--- src/rtl/gfa_pkg.sv ---
// ----------------------------------------------------------------------------
// gfa_pkg
// Shared widths, types and arithmetic helpers for the gravity force
// accumulator.
// ----------------------------------------------------------------------------
package gfa_pkg;

    // Fixed-point formats.
    localparam int POS_FRAC_BITS_DEF = 16;
    localparam int OUT_FRAC_BITS     = 24;

    // Field and datapath widths.
    localparam int POS_W   = 32;
    localparam int MASS_W  = 32;
    localparam int CFG_W   = 32;
    localparam int APB_AW  = 3;
    localparam int AX_W    = 33;   // magnitude of a coordinate difference
    localparam int R2_W    = 66;   // dx^2 + dy^2
    localparam int ROOT_W  = 33;   // floor(sqrt(r2))
    localparam int SREM_W  = 35;   // square root remainder
    localparam int D_W     = 67;   // r2 plus the scaled softening term
    localparam int DEN_W   = 100;  // root * d
    localparam int MUL_AW  = 96;   // wide multiplier operand, three limbs
    localparam int MUL_BW  = 33;   // narrow multiplier operand
    localparam int MUL_PW  = 65;   // one limb product
    localparam int MUL_RW  = 129;  // full product
    // Holds the largest numerator (129 bits shifted by up to 16) and the
    // denominator shifted by the quotient limit (100 + 47 bits).
    localparam int DIV_W   = 148;
    localparam int Q_W     = 48;
    localparam int QBITS   = Q_W - 1;
    localparam int F_W     = 48;
    localparam int CNT_W   = 6;
    localparam int QDEPTH  = 2;

    localparam logic [Q_W-1:0]        MAG_LIM = Q_W'(1) << (Q_W - 1);
    localparam logic signed [F_W-1:0] F_MAX   = {1'b0, {(F_W-1){1'b1}}};
    localparam logic signed [F_W-1:0] F_MIN   = {1'b1, {(F_W-1){1'b0}}};

    // Register indexes on the configuration port.
    localparam logic REG_GRAV = 1'b0;
    localparam logic REG_SOFT = 1'b1;

    // One classified pair as it travels from the front end to the engine.
    typedef struct packed {
        logic [AX_W-1:0]   ax;
        logic [AX_W-1:0]   ay;
        logic              neg_x;
        logic              neg_y;
        logic [MASS_W-1:0] src_mass;
        logic [MASS_W-1:0] tgt_mass;
        logic              skip;
        logic              last;
    } pair_t;

    typedef struct packed {
        logic              start;
        logic [MUL_AW-1:0] a;
        logic [MUL_BW-1:0] b;
    } mul_req_t;

    typedef struct packed {
        logic              done;
        logic [MUL_RW-1:0] result;
    } mul_rsp_t;

    typedef struct packed {
        logic             start;
        logic [DIV_W-1:0] num;
        logic [DEN_W-1:0] den;
    } div_req_t;

    typedef struct packed {
        logic           done;
        logic [Q_W-1:0] q;
    } div_rsp_t;

    typedef enum logic [3:0] {
        ST_IDLE,
        ST_SQX,
        ST_SQY,
        ST_ROOT,
        ST_DEN,
        ST_KGS,
        ST_KTM,
        ST_NX,
        ST_DIVX,
        ST_NY,
        ST_DIVY,
        ST_ACX,
        ST_ACY,
        ST_OUT
    } eng_state_t;

    // Saturating add of two Q24.24 values.
    function automatic logic signed [F_W-1:0] sat_add(input logic signed [F_W-1:0] a,
                                                      input logic signed [F_W-1:0] b);
        logic signed [F_W:0] s;
        s = {a[F_W-1], a} + {b[F_W-1], b};
        if (s[F_W] != s[F_W-1])
            return s[F_W] ? F_MIN : F_MAX;
        return s[F_W-1:0];
    endfunction

    // Applies a sign to a clipped magnitude; the positive side saturates.
    function automatic logic signed [F_W-1:0] signed_sat(input logic neg,
                                                         input logic [Q_W-1:0] q);
        if (neg)
            return F_W'(~q + 1'b1);
        return q[Q_W-1] ? F_MAX : F_W'(q);
    endfunction

    // Magnitude of a signed Q24.24 value.
    function automatic logic [Q_W-1:0] mag_of(input logic signed [F_W-1:0] f);
        return f[F_W-1] ? Q_W'(~f + 1'b1) : Q_W'(f);
    endfunction

endpackage

--- src/rtl/gfa_queue.sv ---
// ----------------------------------------------------------------------------
// gfa_queue
// Short queue of classified pairs between the front end and the engine.
// ----------------------------------------------------------------------------
module gfa_queue (
    input  logic           clk,
    input  logic           rst_n,
    input  logic           push,
    input  gfa_pkg::pair_t push_data,
    output logic           full,
    input  logic           pop,
    output gfa_pkg::pair_t pop_data,
    output logic           not_empty
);
    import gfa_pkg::*;

    localparam int PTR_W = $clog2(QDEPTH);

    pair_t            mem_reg [QDEPTH];
    logic [PTR_W-1:0] wr_ptr_reg;
    logic [PTR_W-1:0] rd_ptr_reg;
    logic [PTR_W:0]   count_reg;

    assign full      = (count_reg == (PTR_W+1)'(QDEPTH));
    assign not_empty = (count_reg != '0);
    assign pop_data  = mem_reg[rd_ptr_reg];

    // Pointers and fill level.
    always_ff @(posedge clk or negedge rst_n)
    begin
        if (!rst_n)
        begin
            wr_ptr_reg <= '0;
            rd_ptr_reg <= '0;
            count_reg  <= '0;
        end
        else
        begin
            if (push)
                wr_ptr_reg <= wr_ptr_reg + 1'b1;
            if (pop)
                rd_ptr_reg <= rd_ptr_reg + 1'b1;
            if (push && !pop)
                count_reg <= count_reg + 1'b1;
            else if (pop && !push)
                count_reg <= count_reg - 1'b1;
        end
    end

    always_ff @(posedge clk)
    begin
        if (push)
            mem_reg[wr_ptr_reg] <= push_data;
    end

endmodule

--- config.mk ---
export PLATFORM = sky130hd
export DESIGN_NAME = gfa_queue
export DESIGN_NICKNAME = d
export VERILOG_FILES = /design/src/rtl/gfa_pkg.sv /design/src/rtl/gfa_queue.sv
export SDC_FILE = /design/constraint.sdc
export NUM_CORES = 1
export LEC_CHECK = 0
export ABC_CLOCK_PERIOD_IN_PS = 10650
export BUFFER_PORTS_ARGS = -buffer_cell sky130_fd_sc_hd__buf_4
export CORE_MARGIN = 1
export CORE_UTILIZATION = 30
export CTS_BUF_LIST = sky130_fd_sc_hd__clkbuf_2
export CTS_CLUSTER_SIZE = 24
export DETAILED_ROUTE_END_ITERATION = 10
export PLACE_DENSITY = 0.49
export SLEW_MARGIN = 20
export SYNTH_ARGS = -nofsm -noshare
export SYNTH_HDL_FRONTEND = slang
export SYNTH_SLANG_ARGS = --single-unit
--- constraint.sdc ---
create_clock -name clk -period 10.65 [get_ports clk]
set_input_delay 2.13 -clock clk [delete_from_list [all_inputs] [get_ports clk]]
set_output_delay 2.13 -clock clk [all_outputs]
set_load 0.01 [all_outputs]
==> results_dict.tcl, run 1 <==
set metrics [dict create \
    final-hold-violation-count 0 \
    syn_area_sq_um 10100 \
    met2_length_mm 10.4 \
    synthSimpleGateAreaFrac_pct 0.286 \
    vias 5285 \
    power_mw 3.28 \
    synth.avg_cell_area_sq_um 23.2 \
    hold_path_depth 1 \
    cts_hold_buf 0 \
    yosys.area_share.adder_pct 0.124 \
    holdPathEnd "count_reg[1]$_DFFE_PN0P_" \
    cpPeakStageDelay_ns 0.72 \
    largest_reg_flops 268 \
    crit_path_frequent_cell "buf_4" \
    drive_gt1_share_pct 63.6 \
    post-dp-hpwl_mm 13.3 \
    grt_max_degree 75 \
    slew_headroom_pct 28.5 \
    cts_setup_buffers 0 \
    setup_viol 0 \
    drt-total-wl_mm 20.7 \
    die_w_um 185 \
    clock_path_buffers 3 \
    htreeDepth 3 \
    drv_slew 0 \
    fin_crit_ns 4.79 \
    clock-root-buffer "clkbuf_2" \
    dr.pass1.iters 4 \
    ir_drop_mv 0.135 \
    grtUsageTotal_pct 11.9 \
    core_area_sq_um 32800 \
    fin_crit_sh_pct 45.0 \
    met1_length_mm 7.90 \
    startpoint_type "register" \
    r2r-start "wr_ptr_reg$_DFFE_PN0P_" \
    holdCritPathClass "register to register" \
    drc 0 \
    cts-resized-gates 0 \
    path_cells "buf_4 > mux2_2 > buf_4" \
    final_cell_mix "buf_4 (277), edfxtp_1 (268), clkbuf_2 (96), mux2_2 (84), mux2_4 (50)" \
    critPathKind "register to output port" \
    yosysWarnings 0 \
    place.gp.congestion 0.699 \
    ant_nets 0 \
    grt_overflow_total 0 \
    clk_pin_slew_ns 0.10 \
    first_iter_violations 187 \
    synth-compound-area-share_pct 0 \
    drv_cap 0 \
    worst_ep_arrival_time_ns 2.66 \
    place.port_buffers 273 \
    synth_nets 572 \
    fmax_mhz 209 \
    synth.largest_area_cell "edfxtp_1" \
    start_util_pct 30.7 \
    grt_pass1_wl_mm 30.6 \
    cts.sinks 272 \
    synthToLayoutAreaGrowth_pct 31.6 \
    grt_setup_unrepaired "no" \
    synth_cells 433 \
    finalSetupTns_ns 0 \
    cp_max_fo 59 \
    status "completed" \
    routed.top_layer "met4" \
    synth_top_family_by_area "multiplexers" \
    clkLatencyLatePin_ns 0.79 \
    antenna_found_initial 1 \
    synth.distinct_cells 14 \
    die_height_um 185 \
    r2r_cells 2 \
    muxShareOfSynthArea_pct 16.9 \
    p_leak_nw 5.17 \
    grt_pass1_vias 5775 \
    slowest_stage "buf_4" \
    io_pins 274 \
    final_nets 908 \
    synth_top_area_share_pct 80.1 \
    ys_ff_latch 272 \
    fp.dieArea_sq_um 34200 \
    seq_area_frac_synth_pct 81.1 \
    power.density_nw_per_um2 248 \
    layout_commonest_cell "buf_4" \
    synthTopCellsByArea "edfxtp_1 (80%), mux2_2 (9.4%), mux2_4 (7.5%), dfrtp_1 (1.0%), buf_6 (0.78%)" \
    skew_ns 0.0500 \
    viasPerCell 4.18 \
    cp.required_ns 8.52 \
    reg2reg_to "mem_reg[1][101]$_DFFE_PP_" \
    worst_pin_slew_ns 1.07 \
    crit_path_start "rd_ptr_reg$_DFFE_PN0P_" \
    rows 66 \
    crit_path_end_kind "output port" \
    min_from "count_reg[1]$_DFFE_PN0P_" \
    wl_per_cell_um 16.4 \
    met3_length_mm 1.79 \
    synth_xor_area_share_pct 0.436 \
    ff2ff_setup_slack_ns 7.97 \
    cts_tree "done" \
    numCtsBuffers 71 \
]
==> area by class of cell <==
cell class	instances	area (sq um)
Inverter	1	3.75
Tap cell	442	553
Sequential cell	272	8150
Fill cell	3034	19600
Clock inverter	29	158
Timing Repair Buffer	278	2090
Antenna cell	1	2.50
Clock buffer	96	480
Multi-Input combinational cell	145	1790
==> cells in the mapped netlist <==
| cell | n |
|---|---|
| edfxtp_1 | 268 |
| mux2_2 | 84 |
| mux2_4 | 50 |
| buf_2 | 8 |
| buf_6 | 7 |
| dfrtp_1 | 4 |
| xor2_1 | 4 |
| nor2b_1 | 2 |
| and2_1 | 1 |
| ha_1 | 1 |
| inv_1 | 1 |
| nor2_1 | 1 |
| or2_2 | 1 |
| xnor2_1 | 1 |
==> layer usage <==
metal  up-vias  global-route usage [%]
met5         -                       0
met3        60                    4.64
met4         0                    6.41
met2       220                    19.6
met1      2561                    13.2
li1       2444                       -
==> worst max path at each step <==
stage                                      endpoint  slack [ns]  cells after the start
after floorplan             mem_reg[0][0]$_DFFE_PP_        2.07                      1
after global placement     mem_reg[0][35]$_DFFE_PP_        6.22                      4
after detailed placement  mem_reg[0][107]$_DFFE_PP_        6.17                      4
after CTS                             pop_data[128]        5.63                      3
after global routing                  pop_data[113]        5.64                      3
final                                 pop_data[113]        5.86                      3
==> power breakdown <==
group          internal (mW)  total (mW)  switching [mW]
Clock                  0.274       0.689           0.415
Combinational          0.589        1.12           0.535
Sequential              1.42        1.47          0.0477
Total                   2.29        3.28           0.998
==> kinds of logic after synthesis <==
group | Yosys count
xor+xnor | 5
flops | 272
buf+inv | 16
fa+ha+maj | 1
simple gates | 5
mux | 134
==> worst max-delay path, delay by kind of cell (launching register included) <==
family | cells | cell delay [ns]
buffers and inverters | 2 | 0.86
DFF | 1 | 0.46
muxes | 1 | 0.43
==> through the flow <==
stage          setup WS (ns)  util, %  hold slack [ns]  std cells  instance area (sq um)
6_report                5.86     40.4            0.492       1264                  13200
5_1_grt                 5.64     40.4            0.491       1264                  13200
4_1_cts                 5.63     40.3            0.486       1263                  13200
3_5_place_dp            6.17     38.4            0.472       1138                  12600
3_3_place_gp            6.22     38.4            0.467       1138                  12600
2_1_floorplan           2.07        -            0.447        433                  10100
(Power assumes the default switching activity.)
==> run 2, diff against run 1 <==
Settings changed: ABC_AREA set to 1, ABC_CLOCK_PERIOD_IN_PS 10650 to 5000.
Clock period 10.65 ns to 5 ns, I/O delays scaled along.
==> results_dict.tcl, run 2 <==
set metrics [dict create \
    cts_hold_buf 1 \
    startpoint_type "register" \
    synthToLayoutAreaGrowth_pct 31.2 \
    power_frac_comb_pct 33.6 \
    status "completed" \
    place.gp.congestion 0.705 \
    cpPeakStageDelay_ns 0.93 \
    synth_xor_area_share_pct 0.261 \
    core_area_sq_um 32800 \
    synth.avg_cell_area_sq_um 22.8 \
    cts-resized-gates 0 \
    synth_nets 581 \
    clock-root-buffer "clkbuf_2" \
    synth.most_common_cell "edfxtp_1" \
    final_nets 919 \
    internal_power_mw 4.83 \
    synth_edf_count 268 \
    post-dp-hpwl_mm 14.2 \
    cp_max_fo 54 \
    ir_drop_mv 0.226 \
    crit_family "flip-flops" \
    critPathKind "register to output port" \
    n_antenna_cell 0 \
    dr.pass1.iters 4 \
    grtUsageTotal_pct 12.2 \
    reg2reg_to "mem_reg[1][31]$_DFFE_PP_" \
    final-hold-violation-count 0 \
    clkLatencyLatePin_ns 0.79 \
    async_flop_share_pct 1.47 \
    p_seq_share_pct 46.4 \
    cts_tree "done" \
    r2r_cells 3 \
    clockPowerShare_pct 20.0 \
    drv_cap 0 \
    drive_gt1_share_pct 63.8 \
    cp_num_buf_inv 2 \
    synth-compound-area-share_pct 0 \
    final_cell_mix "buf_4 (279), edfxtp_1 (268), clkbuf_2 (104), mux2_2 (84), mux2_4 (50)" \
    r2r-start "wr_ptr_reg$_DFFE_PN0P_" \
    path_cells "buf_12 > mux2_2 > buf_4" \
    crit_path_start "rd_ptr_reg$_DFFE_PN0P_" \
    first_iter_violations 158 \
    start_util_pct 30.7 \
    muxShareOfSynthArea_pct 16.8 \
    ant_nets 0 \
    wl_per_cell_um 17.0 \
    synth_flop_cell "edfxtp_1" \
    switchingPower_mw 2.10 \
    holdCritPathClass "input pin to register" \
    power.density_nw_per_um2 524 \
    synthTopCellsByArea "edfxtp_1 (80%), mux2_2 (9.4%), mux2_4 (7.5%), dfrtp_1 (0.99%), buf_6 (0.78%)" \
    synth_top_family_by_area "multiplexers" \
    grt_pass1_vias 5806 \
    io_pins 274 \
    p_leak_nw 5.20 \
    synth.largest_area_cell "edfxtp_1" \
    setup_viol 0 \
    fin_crit_ns 3.74 \
    cts_setup_buffers 0 \
    slowest_stage "dfrtp_4" \
    switching_share_pct 30.3 \
    fin_area_sq_um 13200 \
    finalSetupTns_ns 0 \
    seq_area_frac_synth_pct 80.9 \
    grt_pass1_wl_mm 31.0 \
    finish.utilization_pct 40.3 \
    grt_setup_unrepaired "no" \
    crit_path_end_kind "output port" \
    cp_num_cells 3 \
    ff2ff_setup_slack_ns 2.87 \
    hold_path_depth 1 \
    die_w_um 185 \
    numCtsBuffers 70 \
    layout_commonest_cell "buf_4" \
    die_height_um 185 \
    cp.required_ns 4.00 \
    synth_common_cells "edfxtp_1 (268), mux2_2 (84), mux2_4 (50), buf_2 (8)" \
    synthSimpleGateAreaFrac_pct 0.410 \
    grt_overflow_total 0 \
    power_mw 6.93 \
    grt_max_degree 86 \
    viasPerCell 4.16 \
    setup.worst_path.end "pop_data[119]" \
    fmax_mhz 268 \
    synth_cells 442 \
    slew_headroom_pct 31.0 \
    syn_area_sq_um 10100 \
    antenna_found_initial 1 \
    worst_pin_slew_ns 1.04 \
    clock_path_buffers 3 \
    synth_top_area_share_pct 79.9 \
    place.port_buffers 273 \
    drt-total-wl_mm 21.5 \
    yosysWarnings 0 \
    yosys.area_share.adder_pct 0.124 \
    skew_ns 0.0349 \
    drc 0 \
    synth.distinct_cells 14 \
    clk_pin_slew_ns 0.10 \
    htreeDepth 3 \
    vias 5261 \
    fp.dieArea_sq_um 34300 \
    dpl_cell_area_sq_um 12600 \
    ys_ff_latch 272 \
    fin_crit_sh_pct 74.7 \
    largest_reg_flops 268 \
    drv_slew 0 \
    worst_ep_arrival_time_ns 2.74 \
    cts.sinks 272 \
    rows 66 \
]
run 2: worst reg2reg max path: stages (launching register included):
cell	delay, ns
dfrtp_1	0.43
nand2_1	0.14
inv_6	0.59
buf_4	0.62
run 2: how the worst min path moves through the flow:
stage | endpoint | slack, ns | from
4_1_cts | rd_ptr_reg$_DFFE_PN0P_ | 0.23 | pop
3_3_place_gp | count_reg[1]$_DFFE_PN0P_ | 0.45 | count_reg[1]$_DFFE_PN0P_
3_5_place_dp | count_reg[1]$_DFFE_PN0P_ | 0.49 | count_reg[1]$_DFFE_PN0P_
6_report | mem_reg[0][108]$_DFFE_PP_ | 0.36 | push_data[108]
2_1_floorplan | count_reg[1]$_DFFE_PN0P_ | 0.44 | count_reg[1]$_DFFE_PN0P_
5_1_grt | mem_reg[0][85]$_DFFE_PP_ | 0.25 | push_data[85]
run 2: per-layer routing:
layer  GRT usage (%)  share of wire, %
met1            12.3                37
met2            20.8                51
met3            6.04                10
met4            5.95               2.5
met5               0             0.079
run 2: power groups by stage:
stage	Combinational (mW)	Clock (mW)	Sequential, mW
3_5_place_dp	2.37	0	3.28
6_report	2.33	1.39	3.21
5_1_grt	2.50	1.57	3.26
2_1_floorplan	1.42	0	3.19
3_3_place_gp	2.35	0	3.25
4_1_cts	2.38	1.48	3.23
run 2: stage by stage:
step / hold WS [ns] / setup slack (ns) / std cells
2_1_floorplan: 0.442 / 0.0595 / 442
3_3_place_gp: 0.454 / 2.10 / 1149
3_5_place_dp: 0.493 / 2.06 / 1149
4_1_cts: 0.227 / 1.08 / 1266
5_1_grt: 0.253 / 1.06 / 1266
6_report: 0.359 / 1.26 / 1266
run 2: layout make-up:
type,count,area [sq um]
Fill cell,3034,19600
Sequential cell,272,8150
Timing Repair Buffer,281,2120
Multi-Input combinational cell,148,1780
Tap cell,442,553
Clock buffer,104,520
Clock inverter,12,46.3
Inverter,7,31.3
run 2: kinds of logic after synthesis:
group / Yosys count
flip-flops: 272
multiplexers: 134
buffers and inverters: 22
AND/OR/NAND/NOR: 10
XOR/XNOR: 3
adder cells (fa/ha/maj): 1
