===== src/rtl/gfa_pkg.sv =====
// ----------------------------------------------------------------------------
// gfa_pkg
// Shared widths, types and arithmetic helpers for the gravity force
// accumulator.
// ----------------------------------------------------------------------------
package gfa_pkg;

    // Fixed-point formats.
    localparam int POS_FRAC_BITS_DEF = 16;
    localparam int OUT_FRAC_BITS     = 24;

    // Field and datapath widths.
    localparam int POS_W   = 32;
    localparam int MASS_W  = 32;
    localparam int CFG_W   = 32;
    localparam int APB_AW  = 3;
    localparam int AX_W    = 33;   // magnitude of a coordinate difference
    localparam int R2_W    = 66;   // dx^2 + dy^2
    localparam int ROOT_W  = 33;   // floor(sqrt(r2))
    localparam int SREM_W  = 35;   // square root remainder
    localparam int D_W     = 67;   // r2 plus the scaled softening term
    localparam int DEN_W   = 100;  // root * d
    localparam int MUL_AW  = 96;   // wide multiplier operand, three limbs
    localparam int MUL_BW  = 33;   // narrow multiplier operand
    localparam int MUL_PW  = 65;   // one limb product
    localparam int MUL_RW  = 129;  // full product
    // Holds the largest numerator (129 bits shifted by up to 16) and the
    // denominator shifted by the quotient limit (100 + 47 bits).
    localparam int DIV_W   = 148;
    localparam int Q_W     = 48;
    localparam int QBITS   = Q_W - 1;
    localparam int F_W     = 48;
    localparam int CNT_W   = 6;
    localparam int QDEPTH  = 2;

    localparam logic [Q_W-1:0]        MAG_LIM = Q_W'(1) << (Q_W - 1);
    localparam logic signed [F_W-1:0] F_MAX   = {1'b0, {(F_W-1){1'b1}}};
    localparam logic signed [F_W-1:0] F_MIN   = {1'b1, {(F_W-1){1'b0}}};

    // Register indexes on the configuration port.
    localparam logic REG_GRAV = 1'b0;
    localparam logic REG_SOFT = 1'b1;

    // One classified pair as it travels from the front end to the engine.
    typedef struct packed {
        logic [AX_W-1:0]   ax;
        logic [AX_W-1:0]   ay;
        logic              neg_x;
        logic              neg_y;
        logic [MASS_W-1:0] src_mass;
        logic [MASS_W-1:0] tgt_mass;
        logic              skip;
        logic              last;
    } pair_t;

    typedef struct packed {
        logic              start;
        logic [MUL_AW-1:0] a;
        logic [MUL_BW-1:0] b;
    } mul_req_t;

    typedef struct packed {
        logic              done;
        logic [MUL_RW-1:0] result;
    } mul_rsp_t;

    typedef struct packed {
        logic             start;
        logic [DIV_W-1:0] num;
        logic [DEN_W-1:0] den;
    } div_req_t;

    typedef struct packed {
        logic           done;
        logic [Q_W-1:0] q;
    } div_rsp_t;

    typedef enum logic [3:0] {
        ST_IDLE,
        ST_SQX,
        ST_SQY,
        ST_ROOT,
        ST_DEN,
        ST_KGS,
        ST_KTM,
        ST_NX,
        ST_DIVX,
        ST_NY,
        ST_DIVY,
        ST_ACX,
        ST_ACY,
        ST_OUT
    } eng_state_t;

    // Saturating add of two Q24.24 values.
    function automatic logic signed [F_W-1:0] sat_add(input logic signed [F_W-1:0] a,
                                                      input logic signed [F_W-1:0] b);
        logic signed [F_W:0] s;
        s = {a[F_W-1], a} + {b[F_W-1], b};
        if (s[F_W] != s[F_W-1])
            return s[F_W] ? F_MIN : F_MAX;
        return s[F_W-1:0];
    endfunction

    // Applies a sign to a clipped magnitude; the positive side saturates.
    function automatic logic signed [F_W-1:0] signed_sat(input logic neg,
                                                         input logic [Q_W-1:0] q);
        if (neg)
            return F_W'(~q + 1'b1);
        return q[Q_W-1] ? F_MAX : F_W'(q);
    endfunction

    // Magnitude of a signed Q24.24 value.
    function automatic logic [Q_W-1:0] mag_of(input logic signed [F_W-1:0] f);
        return f[F_W-1] ? Q_W'(~f + 1'b1) : Q_W'(f);
    endfunction

endpackage


===== src/rtl/gfa_if.sv =====
// ----------------------------------------------------------------------------
// gfa_if
// Valid/ready channels for body pairs in and force results out.
// ----------------------------------------------------------------------------
interface gfa_in_if;
    logic               valid;
    logic               ready;
    logic signed [31:0] src_pos_x;
    logic signed [31:0] src_pos_y;
    logic        [31:0] src_mass;
    logic signed [31:0] tgt_pos_x;
    logic signed [31:0] tgt_pos_y;
    logic        [31:0] tgt_mass;
    logic               is_self;
    logic               last;

    modport source (output valid, src_pos_x, src_pos_y, src_mass, tgt_pos_x,
                    tgt_pos_y, tgt_mass, is_self, last, input ready);
    modport sink   (input valid, src_pos_x, src_pos_y, src_mass, tgt_pos_x,
                    tgt_pos_y, tgt_mass, is_self, last, output ready);
endinterface



===== src/rtl/gfa_front.sv =====
// ----------------------------------------------------------------------------
// gfa_front
// Takes body pairs, forms the coordinate differences and marks pairs that
// add nothing, then hands them to the queue.
// ----------------------------------------------------------------------------
module gfa_front (
    input  logic          clk,
    input  logic          rst_n,
    gfa_in_if.sink        body_in,
    input  logic          q_full,
    output logic          q_push,
    output gfa_pkg::pair_t q_data
);
    import gfa_pkg::*;

    logic            v_reg;
    pair_t           ent_reg;
    pair_t           ent_next;
    logic [AX_W-1:0] dx;
    logic [AX_W-1:0] dy;
    logic            accept;

    // Differences are formed one bit wider so they never wrap.
    always_comb
    begin
        dx = {body_in.src_pos_x[POS_W-1], body_in.src_pos_x}
           - {body_in.tgt_pos_x[POS_W-1], body_in.tgt_pos_x};
        dy = {body_in.src_pos_y[POS_W-1], body_in.src_pos_y}
           - {body_in.tgt_pos_y[POS_W-1], body_in.tgt_pos_y};
        ent_next.neg_x    = dx[AX_W-1];
        ent_next.neg_y    = dy[AX_W-1];
        ent_next.ax       = dx[AX_W-1] ? (~dx + 1'b1) : dx;
        ent_next.ay       = dy[AX_W-1] ? (~dy + 1'b1) : dy;
        ent_next.src_mass = body_in.src_mass;
        ent_next.tgt_mass = body_in.tgt_mass;
        ent_next.skip     = body_in.is_self || (dx == '0 && dy == '0);
        ent_next.last     = body_in.last;
    end

    assign q_push        = v_reg && !q_full;
    assign body_in.ready = !v_reg || !q_full;
    assign accept        = body_in.valid && body_in.ready;
    assign q_data        = ent_reg;

    // Holding stage in front of the queue.
    always_ff @(posedge clk or negedge rst_n)
    begin
        if (!rst_n)
            v_reg <= 1'b0;
        else if (accept)
            v_reg <= 1'b1;
        else if (q_push)
            v_reg <= 1'b0;
    end

    always_ff @(posedge clk)
    begin
        if (accept)
            ent_reg <= ent_next;
    end

endmodule


===== src/flat_wrapper.sv =====
// flat-port wrapper written by rule: the top's interface ports become plain ports
module gfa_front_flat import gfa_pkg::*;
  (clk, rst_n, q_full, q_push, q_data, body_in_valid, body_in_src_pos_x, body_in_src_pos_y, body_in_src_mass, body_in_tgt_pos_x, body_in_tgt_pos_y, body_in_tgt_mass, body_in_is_self, body_in_last, body_in_ready);
  gfa_in_if body_in_i ();
  input  logic clk;
  input  logic rst_n;
  input  logic q_full;
  output logic q_push;
  output gfa_pkg::pair_t q_data;
  input wire logic [$bits(body_in_i.valid)-1:0] body_in_valid;
  input wire logic [$bits(body_in_i.src_pos_x)-1:0] body_in_src_pos_x;
  input wire logic [$bits(body_in_i.src_pos_y)-1:0] body_in_src_pos_y;
  input wire logic [$bits(body_in_i.src_mass)-1:0] body_in_src_mass;
  input wire logic [$bits(body_in_i.tgt_pos_x)-1:0] body_in_tgt_pos_x;
  input wire logic [$bits(body_in_i.tgt_pos_y)-1:0] body_in_tgt_pos_y;
  input wire logic [$bits(body_in_i.tgt_mass)-1:0] body_in_tgt_mass;
  input wire logic [$bits(body_in_i.is_self)-1:0] body_in_is_self;
  input wire logic [$bits(body_in_i.last)-1:0] body_in_last;
  output wire logic [$bits(body_in_i.ready)-1:0] body_in_ready;
  assign body_in_i.valid = body_in_valid;
  assign body_in_i.src_pos_x = body_in_src_pos_x;
  assign body_in_i.src_pos_y = body_in_src_pos_y;
  assign body_in_i.src_mass = body_in_src_mass;
  assign body_in_i.tgt_pos_x = body_in_tgt_pos_x;
  assign body_in_i.tgt_pos_y = body_in_tgt_pos_y;
  assign body_in_i.tgt_mass = body_in_tgt_mass;
  assign body_in_i.is_self = body_in_is_self;
  assign body_in_i.last = body_in_last;
  assign body_in_ready = body_in_i.ready;
  gfa_front u_core (.clk(clk), .rst_n(rst_n), .body_in(body_in_i), .q_full(q_full), .q_push(q_push), .q_data(q_data));
endmodule

===== config.mk =====
export PLATFORM = sky130hd
export DESIGN_NAME = gfa_front_flat
export DESIGN_NICKNAME = d
export VERILOG_FILES = /design/src/rtl/gfa_pkg.sv /design/src/rtl/gfa_if.sv /design/src/rtl/gfa_front.sv /design/src/flat_wrapper.sv
export SDC_FILE = /design/constraint.sdc
export NUM_CORES = 1
export LEC_CHECK = 0
export CORE_UTILIZATION = 30
export DETAILED_ROUTE_END_ITERATION = 7
export DONT_BUFFER_PORTS = 1
export MAX_ROUTING_LAYER = met4
export PLACE_DENSITY = 0.46
export SLEW_MARGIN = 20
export SYNTH_ARGS = -nofsm -noshare
export SYNTH_HDL_FRONTEND = slang
export SYNTH_SLANG_ARGS = --single-unit

===== constraint.sdc =====
create_clock -name clk -period 7.7 [get_ports clk]
set_input_delay 0.77 -clock clk [delete_from_list [all_inputs] [get_ports clk]]
set_output_delay 0.77 -clock clk [all_outputs]
set_load 0.01 [all_outputs]

==> implementation parameters, run 1 <==
Parameter                              Value

Outcome
  Status ... complete, no violations

CTS
  Post-CTS resize count ... 0
  Max Root-Sink Buffers ... 2
  Clock-pin slew reported for the worst setup and hold paths after clock tree synthesis ... 0.07 ns
  Clock network latency to the later pin of the worst-skew pair ... 0.42 ns
  Clock tree root buffer cell ... sky130_fd_sc_hd__clkbuf_16
  CTS Buf Count ... 17
  Post-CTS setup repair buffer count ... 0
  Count of H-tree levels built during CTS ... 4
  # hold bufs at CTS ... 0
  TritonCTS clock tree ... yes
  Number of sinks handled by clock tree synthesis ... 135

Setup path
  Largest fanout on the critical path ... 21
  Critical path type ... in -> reg
  Crit-path max cell delay ... 0.83 ns
  Endpoint kind of the worst setup timing path ... flop
  Largest delay contributor family on the critical path ... compound AO/OA/AOI/OAI gates
  Worst Path Required ... 7.86 ns
  Category of the worst setup path launch point ... input port
  Critical path arrival ... 5.01 ns
  Crit-path slowest cell ... sky130_fd_sc_hd__a31oi_2
  Number of buffers and inverters on the critical path ... 2
  Sequence of cells on the critical path ... inv_1 -> ha_1 -> fa_1 -> nand2b_1 -> a211oi_1 -> o211ai_1 -> a211oi_1 -> o21a_1 -> o21a_1 -> o21ai_0 -> a31oi_2 -> inv_1 -> o21ai_0 -> xor2_1

Synth
  Synthesized instance count ... 973
  Average instance area after synthesis ... 9.824 sq um
  Number of flops mapped to enable cells by yosys ... 134
  Post-synth top area cell ... sky130_fd_sc_hd__edfxtp_1
  Total nets after synthesis ... 1243
  Portion of synthesized cell area occupied by the leading cell type ... 42.09%
  Top cells by instance count after synthesis ... sky130_fd_sc_hd__edfxtp_1 (134), sky130_fd_sc_hd__inv_1 (83), sky130_fd_sc_hd__a21oi_1 (78)
  Number of distinct library cells after synthesis ... 79
  Primary flip-flop cell chosen by synthesis mapping ... sky130_fd_sc_hd__edfxtp_1
  Post-Synthesis Cell Area ... 0.009559 sq mm
  Post-synthesis async set-or-reset flop share ... 0.7407%
  Portion of the post-synthesis area used by sequential elements ... 42.36%
  Number of synthesized register bits ... 135
  Yosys Warn Count ... 0
  Most common cell in the synthesized netlist ... sky130_fd_sc_hd__edfxtp_1
  Synth area leaders ... sky130_fd_sc_hd__edfxtp_1 (42%), sky130_fd_sc_hd__ha_1 (9.2%), sky130_fd_sc_hd__xnor2_1 (6.5%)

Routing
  Routed WL per cell ... 19.95 microns
  Post-route DRC ... 0
  Number of DRC violations after detailed-routing iteration 0 ... 403
  Detailed-router iteration count before antenna repair ... 5
  Via total after detailed routing ... 7299
  Total wire length ... 27.37 mm
  Via count normalized by instance count ... 5.320
  Remaining number of nets flagged by the antenna check after routing ... 0

Placement
  Global placement routability congestion ... 0.8702
  Post-DP Area ... 0.009956 sq mm
  Buffers on Ports ... 0
  Dpl hpwl ... 22.34 mm

Power
  Final Power ... 2480 uW
  Maximum resistive drop on vdd ... 0.1134 mV
  Pwr dens ... 234.8 mW/mm^2
  Leakage power total ... 0.004006 uW

Floorplanning
  Die outline area ... 0.03258 sq mm
  Starting density of the core ... 30.85%
  Core area ... 0.03099 sq mm
  Chip Height ... 180.5 microns
  Boundary pin count ... 334
  Cell Rows ... 64
  Die Wd ... 180.5 microns

STA
  Min Clock Period, post-route ... 4.844 ns
  Max Clock Skew ... 0.006453 ns
  Final period utilization ... 62.91%
  Number of hold-slack violations in the final timing report ... 0
  Slew Limit Headroom ... 34.28%
  Maximum clock frequency ... 206.4 MHz
  Final max-slew violation count ... 0
  Setup repair after global routing missed its margin ... false
  Count of endpoints failing setup in the final report ... 0
  Setup TNS after final layout ... 0 ns
  Transition time at the pin with the least slew margin ... 0.9826 ns

Layout
  Fraction of final layout cells sized beyond drive strength 1 ... 6.352%
  Cell area after layout ... 0.01057 sq mm
  Number of nets in the finished design ... 1233
  Post-synthesis to final-layout area growth ... 10.52%
  Flip-flop count of the largest register after layout ... 134
  # diodes ... 0

Run
  Count of maximum capacitance violations ... 0

GRT
  Grt total ovfl ... 0
  Via count of the first global-routing pass ... 6795
  Maximum number of pins on one net before global-route repair ... 75
  Initial antenna violation count ... 0
  All-layer global routing usage ... 17.06%
  Wire length of the first global-routing pass ... 41.31 mm

Hold path
  Hold crit path type ... in -> async
==> metrics by stage <==
step	worst slack, ns	utilization [%]	std cells	hold WS (ns)
finish	2.856	34.09	1372	0.03703
global route	2.442	34.09	1372	0.01051
CTS	2.802	34.09	1372	0.01817
detailed placement	2.352	32.13	1340	0.4745
global placement	2.509	32.13	1340	0.4745
floorplan	3.170	-	973	0.4744
==> kinds of logic after synthesis <==
group	Yosys count	share of synthesized area, %
and+or+nand+nor	276	14.84
AOI/OAI and AO/OA	268	18.69
DFF	135	42.36
buffers and inverters	113	4.463
xor gates and xnor gates	103	9.437
adders and majority gates	72	9.581
muxes	6	0.6283
==> placed cells by master, fill, tap and decap left out, types with 4 or more instances in the layout <==
cell | Yosys | final
sky130_fd_sc_hd__o31ai_1 | 9 | 9
sky130_fd_sc_hd__and2_1 | 9 | 8
sky130_fd_sc_hd__xnor2_1 | 71 | 71
sky130_fd_sc_hd__nand4_1 | 15 | 15
sky130_fd_sc_hd__inv_6 | 0 | 5
sky130_fd_sc_hd__a21boi_0 | 5 | 5
sky130_fd_sc_hd__a21o_1 | 19 | 19
sky130_fd_sc_hd__nor2_1 | 69 | 69
sky130_fd_sc_hd__o211ai_1 | 9 | 9
sky130_fd_sc_hd__a21oi_1 | 78 | 78
sky130_fd_sc_hd__nand2b_1 | 7 | 7
sky130_fd_sc_hd__nand2_1 | 71 | 71
sky130_fd_sc_hd__inv_1 | 83 | 83
sky130_fd_sc_hd__ha_1 | 70 | 70
sky130_fd_sc_hd__a221o_1 | 4 | 4
sky130_fd_sc_hd__a211oi_1 | 12 | 12
sky130_fd_sc_hd__nor2b_1 | 16 | 16
sky130_fd_sc_hd__mux2i_1 | 6 | 6
sky130_fd_sc_hd__nor3_1 | 22 | 22
sky130_fd_sc_hd__nor4_1 | 5 | 5
sky130_fd_sc_hd__or4_1 | 5 | 5
sky130_fd_sc_hd__or2_2 | 5 | 5
sky130_fd_sc_hd__nand4b_1 | 4 | 4
sky130_fd_sc_hd__clkbuf_16 | 0 | 17
sky130_fd_sc_hd__and3_1 | 10 | 10
sky130_fd_sc_hd__xor2_1 | 32 | 32
sky130_fd_sc_hd__or3_1 | 9 | 9
sky130_fd_sc_hd__a31oi_1 | 18 | 17
sky130_fd_sc_hd__clkinvlp_4 | 0 | 4
sky130_fd_sc_hd__edfxtp_1 | 134 | 134
sky130_fd_sc_hd__o21a_1 | 12 | 12
sky130_fd_sc_hd__o21ai_0 | 54 | 54
sky130_fd_sc_hd__nand3_1 | 15 | 15
==> layout make-up <==
cell class / instances / area [sq um]
timing repair buffer: 1 / 7.507
fill: 3138 / 20420
multi-input combinational: 725 / 5092
clock buffer: 17 / 425.4
tap: 396 / 495.5
inverter: 83 / 311.5
sequential: 135 / 4049
clock inverter: 15 / 183.9
==> power by group <==
part           leakage [uW]  total [uW]  switching (uW)  internal, uW
Sequential          0.00129        1010            83.6           930
Clock              0.000286         846             355           491
Combinational       0.00243         620             386           234
Total               0.00401        2480             825          1660
==> routing by layer <==
metal,part of all wire [%],global-route usage (%),vias to the layer above,wire length (microns)
met5,0,-,-,0
met4,1.8,5.162,0,498
met3,6.2,4.406,24,1705
met2,48,27.53,261,13040
met1,44,20.85,3441,12130
li1,-,-,3573,-
==> final timing paths <==
| kind | startpoint | end | slack (ns) | depth (start not counted) |
|---|---|---|---|---|
| worst max register to register | u_core.v_reg | u_core.q_data[130] | 5.06 | 3 |
| worst max-delay path | body_in_src_pos_y[0] | u_core.q_data[88] | 2.86 | 14 |
| worst min-delay path | rst_n | u_core.v_reg | 0.04 | 0 |
| worst min register to register | u_core.v_reg | u_core.v_reg | 0.66 | 2 |
| max in group asynchronous | rst_n | u_core.v_reg | 7.60 | 0 |
| min in group clk | body_in_src_mass[31] | u_core.q_data[65] | 0.44 | 0 |
Note: power is estimated with default switching activity, not from simulation.
==> run 2: changes to the inputs <==
==> constraint.sdc (replaced) <==
create_clock -name clk -period 4.9 [get_ports clk]
set_input_delay 0.49 -clock clk [delete_from_list [all_inputs] [get_ports clk]]
set_output_delay 0.49 -clock clk [all_outputs]
set_load 0.01 [all_outputs]
==> run 2 against run 1 <==
Net effect: final area up 1.0%; global-route usage about the same; sequential share of layout area down 0.38 points; sequential cell count unchanged; via count down 0.22%; non-clock buffer count up 8; cell count up 0.66%; worst hold slack better by 0.12 ns.
==> implementation parameters, run 2 (same netlist as run 1, synthesis figures left out) <==
Parameter                              Value

Outcome
  Status ... complete, no violations

Setup path
  Reg-to-reg setup timing slack ... 2.79 ns (-2.27 ns)
  Launch point of the worst path ... body_in_tgt_pos_x[9]
  FF-to-FF End ... u_core.q_data[127]
  Category of the worst setup path launch point ... input port
  Critical path arrival ... 4.14 ns (-0.87 ns)
  Endpoint kind of the worst setup timing path ... flop
  Critical path capture point ... u_core.q_data[133]
  Worst r2r src ... u_core.v_reg
  Critical path type ... in -> reg
  Largest fanout on the critical path ... 7 (-67%)
  Cell depth of the worst flop-to-flop path ... 3 (unchanged)
  Worst Path Required ... 5.08 ns (-2.78 ns)

Floorplanning
  Die Wd ... 180.5 microns (unchanged)
  Boundary pin count ... 334 (unchanged)
  Cell Rows ... 64 (unchanged)
  Starting density of the core ... 30.85% (unchanged)
  Chip Height ... 180.5 microns (unchanged)
  Die outline area ... 0.03258 sq mm (unchanged)
  Core area ... 0.03099 sq mm (unchanged)

CTS
  Clock-pin slew reported for the worst setup and hold paths after clock tree synthesis ... 0.06 ns (about the same)
  Post-CTS setup repair buffer count ... 0 (unchanged)
  Number of sinks handled by clock tree synthesis ... 135 (unchanged)
  # hold bufs at CTS ... 1 (+1)
  TritonCTS clock tree ... yes
  Count of H-tree levels built during CTS ... 4 (unchanged)
  Clock network latency to the later pin of the worst-skew pair ... 0.42 ns (about the same)
  CTS Buf Count ... 17 (unchanged)
  Clock tree root buffer cell ... sky130_fd_sc_hd__clkbuf_16
  Post-CTS resize count ... 0 (unchanged)
  Max Root-Sink Buffers ... 2 (unchanged)

Placement
  Buffers on Ports ... 0 (unchanged)
  Post-Place Cells ... 1347 (+0.52%)
  Global placement routability congestion ... 0.9049 (+4.0%)
  Dpl hpwl ... 22.34 mm (about the same)

Power
  Pint ... 2704 uW (+63%)
  Flop pwr share ... 39.9% (-1.0 points)
  Clock network fraction of total power ... 35.2% (+1.1 points)
  Final Power ... 3981 uW (+60%)
  Maximum resistive drop on vdd ... 0.1657 mV (+46%)
  Leakage power total ... 0.004067 uW (+1.5%)
  Pwr dens ... 373.1 mW/mm^2 (+59%)
  Switching share of power ... 32.09% (-1.2 points)
  Combinational share of power ... 24.9% (about the same)
  Sw Pwr ... 1278 uW (+55%)

Routing
  Via count normalized by instance count ... 5.274 (-0.87%)
  Number of DRC violations after detailed-routing iteration 0 ... 408 (+1.2%)
  Remaining number of nets flagged by the antenna check after routing ... 0 (unchanged)
  Post-route DRC ... 0 (unchanged)
  Routed WL per cell ... 19.81 microns (-0.71%)
  Total wire length ... 27.35 mm (about the same)
  Detailed-router iteration count before antenna repair ... 7 (+2)
  Via total after detailed routing ... 7283 (-0.22%)

Layout
  Flip-flop count of the largest register after layout ... 134 (unchanged)
  Most frequent cells in the layout ... sky130_fd_sc_hd__edfxtp_1 (134), sky130_fd_sc_hd__inv_1 (83), sky130_fd_sc_hd__a21oi_1 (78), sky130_fd_sc_hd__nand2_1 (71), sky130_fd_sc_hd__xnor2_1 (71)
  Layout fillers ... 3154 (+0.51%)
  Multi-input gate area in the final layout ... 0.005092 sq mm (unchanged)
  Post-route insts no fill ... 1381 (+0.66%)
  Share of the core filled with cells in the final layout ... 34.44% (+0.34 points)
  Fraction of final layout cells sized beyond drive strength 1 ... 6.911% (+0.56 points)
  Leading cell type in the layout, fill and taps excluded ... sky130_fd_sc_hd__edfxtp_1
  Post-synthesis to final-layout area growth ... 11.64%
  Number of nets in the finished design ... 1241 (+0.65%)
  Area of all sequential standard cells ... 0.004049 sq mm (unchanged)

STA
  Count of endpoints failing setup in the final report ... 0 (unchanged)
  Final max-slew violation count ... 0 (unchanged)
  Slew Limit Headroom ... 45.70% (+11 points)
  Final period utilization ... 80.76%
  Setup repair after global routing missed its margin ... false
  Max Clock Skew ... 0.006890 ns (+0.0004366 ns)
  Number of hold-slack violations in the final timing report ... 0 (unchanged)
  Min Clock Period, post-route ... 3.957 ns
  Transition time at the pin with the least slew margin ... 0.8043 ns (-0.1783 ns)
  Maximum clock frequency ... 252.7 MHz
  Setup TNS after final layout ... 0 ns (unchanged)

GRT
  Maximum number of pins on one net before global-route repair ... 81 (+8.0%)
  All-layer global routing usage ... 17.03% (-0.033 points)
  Initial antenna violation count ... 1 (+1)
  Via count of the first global-routing pass ... 6759 (-0.53%)
  Grt total ovfl ... 0 (unchanged)
  Wire length of the first global-routing pass ... 41.17 mm (-0.33%)

Hold path
  Hold crit path type ... in -> reg

Run
  Count of maximum capacitance violations ... 0 (unchanged)
==> run 2: area by class of cell <==
type                            instances  share of cell area (%)
Antenna cell                            1                 0.02345
Clock buffer                           18                   4.022
Clock inverter                         14                   1.958
Inverter                               83                   2.919
Multi-Input combinational cell        725                   47.72
Sequential cell                       135                   37.94
Tap cell                              396                   4.643
Timing Repair Buffer                    9                  0.7738
==> run 2: how the worst min path moves through the flow <==
stage | from | end | slack (ns) | cells after the start
final | body_in_tgt_mass[3] | u_core.q_data[5] | 0.16 | 0
after global placement | rst_n | u_core.v_reg | 0.19 | 0
after CTS | body_in_src_mass[24] | u_core.q_data[58] | 0.13 | 0
after global routing | body_in_tgt_mass[15] | u_core.q_data[17] | 0.13 | 0
after floorplan | rst_n | u_core.v_reg | 0.19 | 0
after detailed placement | rst_n | u_core.v_reg | 0.19 | 0
==> run 2: per-stage QoR <==
step,setup slack (ns),cell area [sq um],hold WS [ns]
3_3_place_gp,0.5384,10020,0.1945
5_1_grt,0.6445,10670,0.1270
2_1_floorplan,0.6496,9559,0.1944
6_report,0.9426,10670,0.1561
3_5_place_dp,0.5436,10020,0.1944
4_1_cts,0.9921,10670,0.1337
==> run 2: power groups by stage <==
stage	Sequential (uW)	Clock, uW	Combinational (uW)
2_1_floorplan	1580	0	756
3_3_place_gp	1620	0	993
3_5_place_dp	1620	0	992
4_1_cts	1590	1430	998
5_1_grt	1600	1490	1110
6_report	1590	1400	992
==> run 2: worst max-delay path: stages <==
cell and delay (ns):
sky130_fd_sc_hd__inv_1 0.03, sky130_fd_sc_hd__ha_1 0.39, sky130_fd_sc_hd__a21oi_1 0.34, sky130_fd_sc_hd__o21ai_0 0.21
sky130_fd_sc_hd__a211oi_2 0.43, sky130_fd_sc_hd__nand2_1 0.16, sky130_fd_sc_hd__xnor2_1 0.33, sky130_fd_sc_hd__nand2_1 0.12
sky130_fd_sc_hd__or4_1 0.64, sky130_fd_sc_hd__nor4_2 0.34, sky130_fd_sc_hd__nand2_1 0.08, sky130_fd_sc_hd__nor3_1 0.19
sky130_fd_sc_hd__ha_1 0.25, sky130_fd_sc_hd__and2_1 0.13
==> run 2: per-layer routing <==
metal / global-route usage [%] / wire length, microns / up-vias
met2: 26.87 / 13050 / 262
li1: - / - / 3587
met1: 21.81 / 12520 / 3417
met3: 3.537 / 1465 / 17
met4: 5.265 / 317 / 0
met5: - / 0 / -
